$ cat config.mk
export PLATFORM = sky130hd
export DESIGN_NAME = met_front
export DESIGN_NICKNAME = d
export VERILOG_FILES = /design/src/design/met_pkg.sv /design/src/design/met_front.sv
export SDC_FILE = /design/constraint.sdc
export NUM_CORES = 2
export LEC_CHECK = 0
export BUFFER_PORTS_ARGS = -buffer_cell sky130_fd_sc_hd__buf_2
export CAP_MARGIN = 20
export CORE_MARGIN = 2
export CORE_UTILIZATION = 55
export CTS_CLUSTER_SIZE = 40
export DETAILED_ROUTE_END_ITERATION = 16
export PLACE_DENSITY = 0.86
export SLEW_MARGIN = 20
export SYNTH_ARGS = -nofsm -noshare
export SYNTH_HDL_FRONTEND = slang
export SYNTH_SLANG_ARGS = --single-unit
$ cat constraint.sdc
create_clock -name clk -period 8.6 [get_ports clk]
set_input_delay 1.72 -clock clk [delete_from_list [all_inputs] [get_ports clk]]
set_output_delay 1.72 -clock clk [all_outputs]
set_load 0.02 [all_outputs]
$ cat src/design/met_pkg.sv
// Shared constants and types for the Mandelbrot escape-time unit.
package met_pkg;

	localparam int COORD_BITS    = 12;
	localparam int LIMIT_BITS    = 31;
	localparam int STEP_BITS     = 63;
	localparam int CFG_BITS      = 64;
	localparam int CFG_ADDR_BITS = 5;
	localparam int LIMB_BITS     = 32;
	localparam int QUEUE_DEPTH   = 2;

	localparam logic [LIMIT_BITS-1:0] LIMIT_CAP = 31'd2000000000;

	typedef enum logic [1:0] {
		CFG_ORIGIN_REAL = 2'd0,
		CFG_ORIGIN_IMAG = 2'd1,
		CFG_PIXEL_STEP  = 2'd2,
		CFG_ITER_LIMIT  = 2'd3
	} cfg_index_t;

	typedef struct packed {
		logic start;
		logic half;
	} mul_ctl_t;

endpackage

$ cat src/design/met_front.sv
// Front end: accepts a pixel, clamps it, forms the point c and queues the job.
module met_front #(
	parameter int W           = 64,
	parameter int MAX_COLUMNS = 4096,
	parameter int MAX_ROWS    = 4096
) (
	input  logic                             clk,
	input  logic                             arst_n,
	input  logic                             in_valid,
	output logic                             in_ready,
	input  logic [met_pkg::COORD_BITS-1:0]   column,
	input  logic [met_pkg::COORD_BITS-1:0]   row,
	input  logic [met_pkg::CFG_BITS-1:0]     origin_real,
	input  logic [met_pkg::CFG_BITS-1:0]     origin_imag,
	input  logic [met_pkg::STEP_BITS-1:0]    pixel_step,
	input  logic [met_pkg::LIMIT_BITS-1:0]   iteration_limit,
	output logic                             q_push,
	input  logic                             q_full,
	output logic [met_pkg::COORD_BITS-1:0]   q_col,
	output logic [met_pkg::COORD_BITS-1:0]   q_row,
	output logic [met_pkg::LIMIT_BITS-1:0]   q_lim,
	output logic [W-1:0]                     q_cr,
	output logic [W-1:0]                     q_ci
);

	localparam int CB  = met_pkg::COORD_BITS;
	localparam int LB  = met_pkg::LIMB_BITS;
	localparam int SB  = met_pkg::STEP_BITS;
	localparam int PB  = LB + CB;
	localparam int AB  = SB + CB + 1;
	localparam int PW  = ((W > AB) ? W : AB) + 2;
	localparam int OB  = met_pkg::CFG_BITS;

	localparam logic signed [PW-1:0] WMAX = {{(PW-W+1){1'b0}}, {(W-1){1'b1}}};
	localparam logic signed [PW-1:0] WMIN = {{(PW-W+1){1'b1}}, {(W-1){1'b0}}};

	typedef enum logic [3:0] {
		F_IDLE = 4'b0001,
		F_MUL  = 4'b0010,
		F_SUM  = 4'b0100,
		F_PUSH = 4'b1000
	} fstate_t;

	fstate_t           state_q;
	logic [1:0]        ph_q;
	logic [1:0]        tag_q;
	logic              pv_q;
	logic [PB-1:0]     prod_q;
	logic [AB-1:0]     acc_re_q;
	logic [AB-1:0]     acc_im_q;
	logic [CB-1:0]     col_q;
	logic [CB-1:0]     row_q;
	logic [CB-1:0]     cc_q;
	logic [CB-1:0]     rr_q;
	logic [met_pkg::LIMIT_BITS-1:0] lim_q;

	logic [LB-1:0]     limb;
	logic [CB-1:0]     coord;
	logic [PB-1:0]     prod_d;
	logic [AB-1:0]     addend;
	logic [W-1:0]      o_re_w;
	logic [W-1:0]      o_im_w;
	logic signed [PW-1:0] sum_re;
	logic signed [PW-1:0] sum_im;

	function automatic logic [W-1:0] sat_w(input logic signed [PW-1:0] v);
		logic [W-1:0] r;
		if (v > WMAX) begin
			r = WMAX[W-1:0];
		end else if (v < WMIN) begin
			r = WMIN[W-1:0];
		end else begin
			r = v[W-1:0];
		end
		return r;
	endfunction

	assign in_ready = (state_q == F_IDLE);
	assign q_push   = (state_q == F_PUSH) && !q_full;

	assign limb   = ph_q[0] ? {1'b0, pixel_step[SB-1:LB]} : pixel_step[LB-1:0];
	assign coord  = ph_q[1] ? rr_q : cc_q;
	assign prod_d = limb * coord;
	assign addend = tag_q[0] ? AB'({prod_q, {LB{1'b0}}}) : AB'(prod_q);

	assign o_re_w = sat_w({{(PW-OB){origin_real[OB-1]}}, origin_real});
	assign o_im_w = sat_w({{(PW-OB){origin_imag[OB-1]}}, origin_imag});
	assign sum_re = $signed({{(PW-W){o_re_w[W-1]}}, o_re_w}) + $signed({{(PW-AB){1'b0}}, acc_re_q});
	assign sum_im = $signed({{(PW-W){o_im_w[W-1]}}, o_im_w}) + $signed({{(PW-AB){1'b0}}, acc_im_q});

	assign q_col = col_q;
	assign q_row = row_q;
	assign q_lim = lim_q;
	assign q_cr  = sat_w(sum_re);
	assign q_ci  = sat_w(sum_im);

	always_ff @(posedge clk) begin
		if (state_q == F_IDLE && in_valid) begin
			col_q <= column;
			row_q <= row;
			cc_q  <= ({20'b0, column} > 32'(MAX_COLUMNS-1)) ? CB'(MAX_COLUMNS-1) : column;
			rr_q  <= ({20'b0, row} > 32'(MAX_ROWS-1)) ? CB'(MAX_ROWS-1) : row;
			lim_q <= (iteration_limit > met_pkg::LIMIT_CAP) ? met_pkg::LIMIT_CAP
				: iteration_limit;
			acc_re_q <= '0;
			acc_im_q <= '0;
		end else if (pv_q) begin
			if (tag_q[1]) begin
				acc_im_q <= acc_im_q + addend;
			end else begin
				acc_re_q <= acc_re_q + addend;
			end
		end
		prod_q <= prod_d;
		tag_q  <= ph_q;
	end

	always_ff @(posedge clk or negedge arst_n) begin
		if (!arst_n) begin
			state_q <= F_IDLE;
			ph_q    <= '0;
			pv_q    <= 1'b0;
		end else begin
			pv_q <= (state_q == F_MUL);
			unique case (state_q)
				F_IDLE: begin
					ph_q <= '0;
					if (in_valid) begin
						state_q <= F_MUL;
					end
				end
				F_MUL: begin
					ph_q <= ph_q + 2'd1;
					if (ph_q == 2'd3) begin
						state_q <= F_SUM;
					end
				end
				F_SUM: begin
					state_q <= F_PUSH;
				end
				F_PUSH: begin
					if (!q_full) begin
						state_q <= F_IDLE;
					end
				end
				default: begin
					state_q <= F_IDLE;
				end
			endcase
		end
	end

endmodule

==> metrics.md <==
| Metric | Value |
|---|---|
| TritonCTS Sinks | 260 |
| Die area | 75,300 um^2 |
| Minimum clock period | 8.32 ns |
| Final Max Tran Viols | 0 |
| Netlist Area Pre-Place | 40,200 um^2 |
| Worst-margin pin slew | 0.965 ns |
| Final net count | 6,266 |
| Post-Synth Adder-Cell Area | 0.272 |
| Post-synthesis area per instance | 7.75 um^2 |
| Inserted Clock Buffers | 34 |
| Die width | 274 um |
| Mapped Nets | 6,131 |
| Port Buf Inserts | 434 |
| # IOs | 435 |
| Critical path type | in -> out |
| Detailed Route Iter0 Violations | 3,648 |
| Drt first pass iters | 8 |
| First-pass GRT wire length | 204 mm |
| Most common cell after layout, fill and taps aside | nand2_1 |
| Setup TNS | 0 ns |
| Top FF cell, synth | dfxtp_1 |
| R2r setup slk | 0.65 ns |
| WL/cell | 21.0 um |
| Hold EP | acc_im_q[71] |
| CP Capture Type | output pin |
| Sequential share of the synthesized area | 0.144 |
| Critical R2R Capture | prod_q[40] |
| Slew HR | 0.357 |
| Routed via count | 38,800 |
| Vias in the first global route | 37,300 |
| Final hold violation count | 0 |
| Hold Path Origin | acc_im_q[71] |
| Post-Synth XOR/XNOR Area | 0.0677 |
| Ant diodes | 0 |
| Reg2reg start | ph_q[1] |
| Total Wirelength | 132 mm |
| Cells after Synth | 5,190 |
| Unrepaired setup endpoints after global routing | false |
| Fill cells | 6,477 |
| Hold Path Cell Cnt | 2 |
| Largest net degree at the start of global routing | 84 |
| Flops & latches, synth | 260 |
| CTS tree | done |
| Clk root buf | clkbuf_16 |
| Setup violators final | 0 |
| Residual DRC | 0 |
| GP Congestion | 1.01 |
| Most frequent cells in the layout | 745 x nand2_1, 503 x a21oi_1, 434 x buf_2, 387 x ha_1, 363 x inv_1 |
| Core ar. | 72,700 um^2 |
| Largest family of logic cells by synthesized area | adder cells |
| Async SR Flop Fraction | 0.0269 |
| Die Y | 274 um |
| Synth Area in Compound Gates | 0.230 |
| Worst-path clk slew | 0.06 ns |
| Unique masters post-synth | 93 |
| CTS Hold Bufs | 0 |
| Post-Synth Simple-Gate Area | 0.185 |
| Max_cap viols | 0 |
| Initial antenna violation count | 3 |
| Grt ovf | 0 |
| Post_cts resized | 0 |
| Postcts setup bufs | 0 |
| Area growth, synth to finish | 7.99% |
| Max Clock Freq | 120 MHz |
| Final ANT Viol Nets | 0 |
| EDFF count, synth | 55 |
| Clk_lat worst skew | 0.57 ns |
| Post-DP HPWL | 108 mm |
| H-tree levels | 2 |
| Layout cell share with drive strength beyond 1 | 0.123 |
| Initial core utilization | 0.553 |
| Status | complete, no violations |
| Startpoint types | primary input |
| Period utilization | 0.967 |
| Worst min-delay path class | reg -> reg |
| Vias/cell | 6.14 |
| Max Fanout on Critical Path | 63 |
| R2R cell count | 24 |
| WP data required | 6.88 ns |
| Max clock buf depth | 3 |
| Post-Route Skew | 0.0273 ns |
| Total track usage | 0.343 |
| Mux share of post-synthesis cell area | 0.0250 |
| Worst Path Arrival | 6.60 ns |
| Yosys Warn Count | 0 |
| Site row count | 99 |
## per-stage QoR
stage	utilization	setup slack [ns]	area, um^2	cells	hold slack [ns]
6_report	0.598	0.282	43500	6310	0.480
5_1_grt	0.598	0.0202	43500	6310	0.506
4_1_cts	0.597	0.0927	43400	6310	0.485
3_5_place_dp	0.582	0.132	42300	6248	0.476
3_3_place_gp	0.582	0.260	42300	6248	0.468
2_1_floorplan	-	0.763	40200	5190	0.369
## worst max path at each step
stage	start	to	slack, ns
finish	origin_imag[0]	q_ci[12]	0.28
global route	origin_imag[0]	q_ci[16]	0.02
CTS	origin_real[0]	q_cr[9]	0.09
detailed placement	origin_real[0]	q_cr[9]	0.13
global placement	origin_real[0]	q_cr[9]	0.26
floorplan	origin_real[0]	q_cr[54]	0.76
## cell usage after synthesis (all sizes together) (23+ instances only)
master | number | area [um^2]
a211oi | 34 | 260
a21o | 284 | 2140
a21oi | 504 | 2520
a31oi | 46 | 288
and2 | 62 | 390
and3 | 45 | 282
buf | 30 | 188
clkbuf | 336 | 1470
dfxtp | 198 | 3960
edfxtp | 55 | 1650
fa | 304 | 6090
ha | 387 | 4840
inv | 364 | 1370
mux2 | 53 | 597
mux2i | 41 | 410
nand2 | 746 | 2800
nand2b | 42 | 263
nand3 | 71 | 368
nand4 | 97 | 613
nor2 | 326 | 1230
nor2b | 87 | 544
nor3 | 51 | 260
o21a | 41 | 308
o21ai | 292 | 1460
o21bai | 84 | 631
o31ai | 23 | 173
or2 | 24 | 150
xnor2 | 199 | 1740
xor2 | 112 | 981
## state kept, by name, indices dropped and copies added, names as in the netlist
signal / count
acc_im_q: 76
acc_re_q: 76
cc_q: 12
ph_q: 2
prod_q: 44
pv_q: 1
q_lim: 31
rr_q: 12
state_q: 4
tag_q: 2
## per-layer routing
layer  routed length [um]  global-route usage  up-vias
met5                   34                   0        -
met4                 7520               0.167        6
met3                12400              0.0660      347
met2                59100               0.555     1890
met1                53200               0.437    18400
li1                     -                   -    18200
## cells by family after synthesis
kind of cell | count (synthesis)
AND/OR/NAND/NOR | 1624
AO/OA/AOI/OAI | 1474
buffers and inverters | 736
adder cells (fa/ha/maj) | 691
XOR/XNOR | 311
flip-flops | 260
multiplexers | 94
## cell type report
cell class / instances / area (um^2) / area share
timing repair buffer: 471 / 2500 / 0.0575
tap: 959 / 1200 / 0.0276
clock buffer: 47 / 983 / 0.0226
sequential: 260 / 5790 / 0.133
clock inverter: 15 / 141 / 0.00325
inverter: 364 / 1370 / 0.0316
multi-input combinational: 4194 / 31500 / 0.724
## critical path: stages
cell and delay (ns):
buf_2 0.10, ha_1 0.20, fa_1 0.54, a211oi_1 0.31, o21bai_1 0.14, o22a_2 0.29
a21oi_2 0.22, a2111o_1 0.28, a2111oi_0 0.13, buf_4 0.19, o21ai_0 0.24, nand2_1 0.09
a311oi_1 0.41, nand4_1 0.14, or4_4 0.52, o41ai_4 0.37, buf_12 0.29, a21o_1 0.19
buf_2 0.17
Power is not shown: default switching activity piles up to over one toggle a cycle in this logic, so the estimate is an artifact.
