==> config.mk <==
export PLATFORM = sky130hd
export DESIGN_NAME = met_fifo
export DESIGN_NICKNAME = d
export VERILOG_FILES = /design/src/design/met_pkg.sv /design/src/design/met_fifo.sv
export SDC_FILE = /design/constraint.sdc
export NUM_CORES = 1
export LEC_CHECK = 0
export BUFFER_PORTS_ARGS = -buffer_cell sky130_fd_sc_hd__buf_2
export CORE_AREA = 10 10 52 54
export CTS_CLUSTER_DIAMETER = 120
export DETAILED_ROUTE_END_ITERATION = 8
export DIE_AREA = 0 0 62 64
export PLACE_DENSITY = 0.71
export SYNTH_ARGS = -nofsm -noshare
export SYNTH_HDL_FRONTEND = slang
export SYNTH_SLANG_ARGS = --single-unit
==> constraint.sdc <==
create_clock -name clk -period 1.59 [get_ports clk]
set_input_delay 0.159 -clock clk [delete_from_list [all_inputs] [get_ports clk]]
set_output_delay 0.159 -clock clk [all_outputs]
set_load 0.1 [all_outputs]
==> src/design/met_pkg.sv <==
// Shared constants and types for the Mandelbrot escape-time unit.
package met_pkg;

	localparam int COORD_BITS    = 12;
	localparam int LIMIT_BITS    = 31;
	localparam int STEP_BITS     = 63;
	localparam int CFG_BITS      = 64;
	localparam int CFG_ADDR_BITS = 5;
	localparam int LIMB_BITS     = 32;
	localparam int QUEUE_DEPTH   = 2;

	localparam logic [LIMIT_BITS-1:0] LIMIT_CAP = 31'd2000000000;

	typedef enum logic [1:0] {
		CFG_ORIGIN_REAL = 2'd0,
		CFG_ORIGIN_IMAG = 2'd1,
		CFG_PIXEL_STEP  = 2'd2,
		CFG_ITER_LIMIT  = 2'd3
	} cfg_index_t;

	typedef struct packed {
		logic start;
		logic half;
	} mul_ctl_t;

endpackage

==> src/design/met_fifo.sv <==
// Short queue between the pixel front end and the iteration engine.
module met_fifo #(
	parameter int DW = 8
) (
	input  logic          clk,
	input  logic          arst_n,
	input  logic          push,
	input  logic [DW-1:0] din,
	output logic          full,
	input  logic          pop,
	output logic [DW-1:0] dout,
	output logic          valid
);

	localparam int DEPTH = met_pkg::QUEUE_DEPTH;
	localparam int PTRW  = (DEPTH > 1) ? $clog2(DEPTH) : 1;

	logic [DW-1:0]   mem_q [DEPTH];
	logic [PTRW-1:0] wr_q;
	logic [PTRW-1:0] rd_q;
	logic [PTRW:0]   cnt_q;
	logic            do_push;
	logic            do_pop;

	assign full    = (cnt_q == (PTRW+1)'(DEPTH));
	assign valid   = (cnt_q != '0);
	assign dout    = mem_q[rd_q];
	assign do_push = push && !full;
	assign do_pop  = pop && valid;

	always_ff @(posedge clk) begin
		if (do_push) begin
			mem_q[wr_q] <= din;
		end
	end

	always_ff @(posedge clk or negedge arst_n) begin
		if (!arst_n) begin
			wr_q  <= '0;
			rd_q  <= '0;
			cnt_q <= '0;
		end else begin
			if (do_push) begin
				wr_q <= (wr_q == PTRW'(DEPTH-1)) ? '0 : wr_q + PTRW'(1);
			end
			if (do_pop) begin
				rd_q <= (rd_q == PTRW'(DEPTH-1)) ? '0 : rd_q + PTRW'(1);
			end
			if (do_push && !do_pop) begin
				cnt_q <= cnt_q + (PTRW+1)'(1);
			end else if (do_pop && !do_push) begin
				cnt_q <= cnt_q - (PTRW+1)'(1);
			end
		end
	end

endmodule

==> flow_metrics.py, run 1 <==
metrics = {
    "synth": {
        "ys.warnings.count": 0,
        "netlist_instances": 44,
        "syn_nets": 57,
        "ys_seq_area_share_pct": 73.9,
        "synth_xor_area_share_pct": 5.57,
        "syn_area_per_cell_um2": 17.9,
        "synth-compound-area-share_pct": 0,
        "muxShareOfSynthArea_pct": 11.5,
        "synth_fa_ha_area_share_pct": 1.59,
        "ys_types": 14,
        "synth_top_family_by_area": "multiplexers",
        "syn_area_um2": 786,
        "synth-seq-cells": 20,
        "synth_simple_gate_area_share_pct": 5.89,
    },
    "floorplan": {
        "fp.dieH_um": 64,
        "die_area_um2": 3970,
        "coreArea_um2": 1710,
        "die_w_um": 62,
        "design.portCount": 22,
        "initial_core_util_pct": 46.0,
        "rows": 15,
    },
    "routing": {
        "ant_nets": 0,
        "drt_iter0_drc": 6,
        "drc": 0,
        "vias": 429,
        "drt-wirelength-per-cell_um": 13.1,
        "route.detailed.vias_per_inst": 4.47,
        "dr.pass1.iters": 4,
        "wirelength_um": 1260,
    },
    "cts": {
        "cts_tree": "done",
        "clkSlewWorstSetupHoldPaths_ns": 0.10,
        "clock-sinks": 20,
        "worstSkewPairLatency_ns": 0.28,
        "cts_root_buf": "clkbuf_4",
        "h-tree-depth": 1,
        "clockBufferDepth": 2,
        "postCtsSetupRepairBufs": 0,
        "cts_buffers": 3,
    },
    "grt": {
        "grt_usage_pct": 7.21,
        "grt_pass1_wl_um": 2090,
        "grt_pass1_vias": 471,
        "grt_max_degree": 12,
        "grt-ovfl-total": 0,
        "antenna_found_initial": 0,
    },
    "critical_path": {
        "crit_chain": "mux2_1, buf_6",
        "crit_slowest_cell": "dfrtp_2",
        "cp-end-kind": "output pin",
        "critPathMaxFanout": 9,
        "cp.arrival_ns": 1.35,
        "critPathKind": "reg -> out",
        "crit_required_ns": 1.43,
        "critPathMaxStageDelay_ns": 0.51,
        "startpoint_type": "register",
    },
    "layout": {
        "nets": 85,
        "num-fill-cells": 140,
        "num_antenna_cells": 0,
        "syn_to_final_growth_pct": 30.1,
        "drive_gt1_share_pct": 42.3,
    },
    "placed_design": {
        "gp_congestion": 0.754,
        "dp_hpwl_um": 962,
        "portBuffers": 21,
    },
    "timing": {
        "timing.fmax_mhz": 661,
        "period_minus_slack_ns": 1.51,
        "fin_crit_sh_pct": 95.1,
        "tns_ns": 0,
        "worstMarginPinSlew_ns": 0.485,
        "setup_violations": 0,
        "skew_ns": 0.00171,
        "hold_violations": 0,
        "maxSlewViolCount": 0,
        "slew_headroom_pct": 67.9,
        "grt_setup_unrepaired": "true",
    },
    "worst_hold_path": {
        "min-delay-path-class": "in -> reg",
    },
    "outcome": {
        "status": "finished, final reports clean",
    },
    "flow_run": {
        "drv_cap": 0,
    },
}
state kept, by name, indices dropped and copies added (netlist names):
signal,cells
rd_q,1
wr_q,1
mem_q,16
cnt_q,2
Yosys cell counts:
cell	instances	share of area [%]
or2_4	1	1.1
nand2b_1	1	0.80
and3_1	1	0.80
xnor2_1	3	3.3
nand2_4	1	1.4
edfxtp_1	16	61
nor2_1	2	0.96
ha_1	1	1.6
mux2_1	8	11
xor2_1	2	2.2
dfrtp_1	4	13
nand2_2	1	0.80
inv_1	2	0.96
buf_2	1	0.64
worst paths after layout:
| path | startpoint | to | slack [ns] | cells past startpoint |
|---|---|---|---|---|
| max in group asynchronous | arst_n | rd_q | 1.26 | 2 |
| min in group asynchronous | arst_n | rd_q | 0.20 | 2 |
| hold / removal | din[2] | mem_q[0][2] | 0.06 | 1 |
| setup reg to reg | cnt_q[0] | cnt_q[1] | 0.16 | 6 |
| setup / recovery | rd_q | dout[6] | 0.08 | 2 |
| hold reg to reg | wr_q | wr_q | 0.50 | 1 |
layout make-up:
type | count | area, µm² | share of cell area [%]
Timing Repair Buffer | 24 | 183 | 17.9
Multi-Input combinational cell | 21 | 193 | 18.8
Clock buffer | 3 | 22.5 | 2.20
Sequential cell | 20 | 582 | 56.9
Clock inverter | 1 | 3.75 | 0.367
Inverter | 2 | 7.51 | 0.734
Tap cell | 25 | 31.3 | 3.06
kinds of logic after synthesis:
| group | Yosys count |
|---|---|
| buf+inv | 3 |
| xor+xnor | 5 |
| mux | 8 |
| simple gates | 7 |
| fa+ha+maj | 1 |
| flops | 20 |
worst max-delay path: cells and delay by family, from the launching register on:
| family | cells | cell delay (ns) |
|---|---|---|
| buf+inv | 1 | 0.19 |
| mux | 1 | 0.37 |
| flops | 1 | 0.51 |
metal layers:
metal | part of all wire, % | GRT usage, % | up-vias
li1 | - | - | 211
met1 | 38 | 7.52 | 205
met2 | 53 | 11.5 | 11
met3 | 6.7 | 1.98 | 2
met4 | 2.2 | 5.87 | 0
met5 | 0 | 0 | -
timing repair:
action                     4_1_cts  5_1_grt
gates resized for setup          9        9
hold buffers                     1        0
hold endpoints to repair         4        0
setup endpoints to repair        8        9
gates cloned                     0        0
per-stage QoR:
step           hold slack [ns]  utilization, %  setup WS, ns  cells  instance area, µm²
2_1_floorplan           -0.137               -         0.112     44                 786
3_3_place_gp           -0.0281            54.6         0.200     91                 932
3_5_place_dp           -0.0282            54.6         0.170     91                 932
4_1_cts                 0.0428            57.9        0.0124     96                 990
5_1_grt                 0.0282            59.9       0.00792     96                1020
6_report                0.0561            59.9        0.0783     96                1020
placed cells by master, fill, tap and decap left out, drive strengths merged, types with 2 or more instances in the layout:
master  synthesis  layout
xor2            2       2
edfxtp         16      16
nor2            2       2
nand2           2       2
clkbuf          0       4
xnor2           3       3
dfrtp           4       4
mux2            8       8
buf             1      22
inv             2       2
Power of run 1 is not shown: default switching activity piles up to over one toggle a cycle in this logic, so the estimate is an artifact.
==> run 2, diff against run 1 <==
PLACE_DENSITY = 0.82   (was 0.71)
==> run 2 against run 1 <==
Hold slack worse by 0.0047 ns; flip-flop and latch count stayed put; first-iteration DRC count increased by 130%; final area is 0.73% lower; maximum frequency shrank 0.68%; sequential share of layout area grew 0.42 points.
==> flow_metrics.py, run 2 (same netlist as run 1, synthesis figures left out) <==
metrics = {
    "timing": {
        "hold_violations": 0,
        "maxSlewViolCount": 0,
        "fin_crit_sh_pct": 95.7,
        "period_minus_slack_ns": 1.52,
        "setup_violations": 0,
        "worstMarginPinSlew_ns": 0.488,
        "slew_headroom_pct": 67.7,
        "tns_ns": 0,
        "skew_ns": 0.00181,
        "timing.fmax_mhz": 657,
        "grt_setup_unrepaired": "true",
    },
    "critical_path": {
        "rrSetupSlack_ns": 0.16,
        "endpoint": "dout[5]",
        "critPathKind": "reg -> out",
        "cp.arrival_ns": 1.36,
        "rr_worst_depth": 6,
        "reg2reg_from": "cnt_q[0]",
        "crit_required_ns": 1.43,
        "cp-end-kind": "output pin",
        "reg2reg_to": "cnt_q[1]",
        "critPathMaxFanout": 9,
        "startpoint_type": "register",
        "crit_start": "rd_q",
    },
    "floorplan": {
        "rows": 15,
        "design.portCount": 22,
        "die_w_um": 62,
        "coreArea_um2": 1710,
        "die_area_um2": 3970,
        "fp.dieH_um": 64,
        "initial_core_util_pct": 46.0,
    },
    "grt": {
        "grt.busiest_layer": "met2",
        "gr-usage-met2_pct": 10.9,
        "grt_usage_pct": 7.21,
        "grt_max_degree": 12,
        "grt-ovfl-total": 0,
        "antenna_found_initial": 0,
        "gr-usage-met3_pct": 3.36,
        "grt_pass1_vias": 486,
        "use_met1_pct": 7.98,
        "grt_pass1_wl_um": 2100,
    },
    "cts": {
        "clockBufferDepth": 2,
        "clock-sinks": 20,
        "cts_tree": "done",
        "cts_root_buf": "clkbuf_4",
        "postCtsSetupRepairBufs": 0,
        "worstSkewPairLatency_ns": 0.29,
        "h-tree-depth": 1,
        "cts_buffers": 3,
        "clkSlewWorstSetupHoldPaths_ns": 0.10,
    },
    "routing": {
        "dr.pass1.iters": 2,
        "drt_iter0_drc": 14,
        "wirelength_um": 1320,
        "route.detailed.vias_per_inst": 4.67,
        "drc": 0,
        "ant_nets": 0,
        "vias": 444,
        "drt-wirelength-per-cell_um": 13.9,
    },
    "layout": {
        "num_antenna_cells": 0,
        "syn_to_final_growth_pct": 29.1,
        "drive_gt1_share_pct": 41.4,
        "largest-register": "mem_q",
        "reg_top3": "mem_q: 16 flops, cnt_q: 2 flops",
        "final_cell_mix": "16 x edfxtp_1, 12 x buf_2, 8 x mux2_1, 8 x buf_6, 4 x clkbuf_4",
        "largest_reg_flops": 16,
        "ff_latch_area_um2": 582,
        "stdcell_count": 95,
        "nets": 84,
        "num-fill-cells": 139,
        "multi_input_area_um2": 193,
        "final_common_cell": "edfxtp_1",
    },
    "placed_design": {
        "portBuffers": 21,
        "dp.cells": 90,
        "dp_hpwl_um": 986,
        "gp_congestion": 0.609,
    },
    "worst_hold_path": {
        "hp-start": "din[3]",
        "min-delay-path-class": "in -> reg",
        "holdPathStages": 1,
    },
    "outcome": {
        "status": "finished, final reports clean",
    },
    "flow_run": {
        "drv_cap": 0,
    },
}
-- run 2: cell type report --
cell class,count,share of cell area (%)
Clock buffer,4,2.59
Inverter,2,0.740
Multi-Input combinational cell,21,19.0
Sequential cell,20,57.3
Tap cell,25,3.08
Timing Repair Buffer,23,17.3
-- run 2: metrics by stage --
step	hold slack (ns)	setup slack [ns]	cell area (µm²)	utilization, %
after floorplan	-0.137	0.112	786	-
after detailed placement	-0.0273	0.169	925	54.1
final	0.0514	0.0679	1010	59.4
after global placement	-0.0305	0.200	925	54.1
after global routing	0.0302	0.00379	1010	59.4
after CTS	0.0370	0.00820	982	57.5
-- run 2: how the worst min path moves through the flow --
stage	to	slack (ns)
final	mem_q[0][3]	0.05
after floorplan	cnt_q[0]	-0.14
after global placement	wr_q	-0.03
after detailed placement	cnt_q[0]	-0.03
after CTS	mem_q[1][5]	0.04
after global routing	mem_q[0][5]	0.03
-- run 2: worst max-delay path, cell delays in order (launching register included) --
cell and delay (ns):
dfrtp_2 0.51, mux2_1 0.37, buf_6 0.19
-- run 2: routing by layer --
metal  part of all wire [%]  vias to the layer above  wire [µm]
met3                    7.2                        0         95
met4                      0                        0          0
li1                       -                      208          -
met1                     46                      221        605
met5                      0                        -          0
met2                     47                       15        618
-- run 2: timing repair --
item	CTS	global route
setup endpoints to repair	8	9
hold buffers	1	0
endpoints found under the hold margin	4	0
gates resized for setup	9	9
Power of run 2 is left out for the same reason.
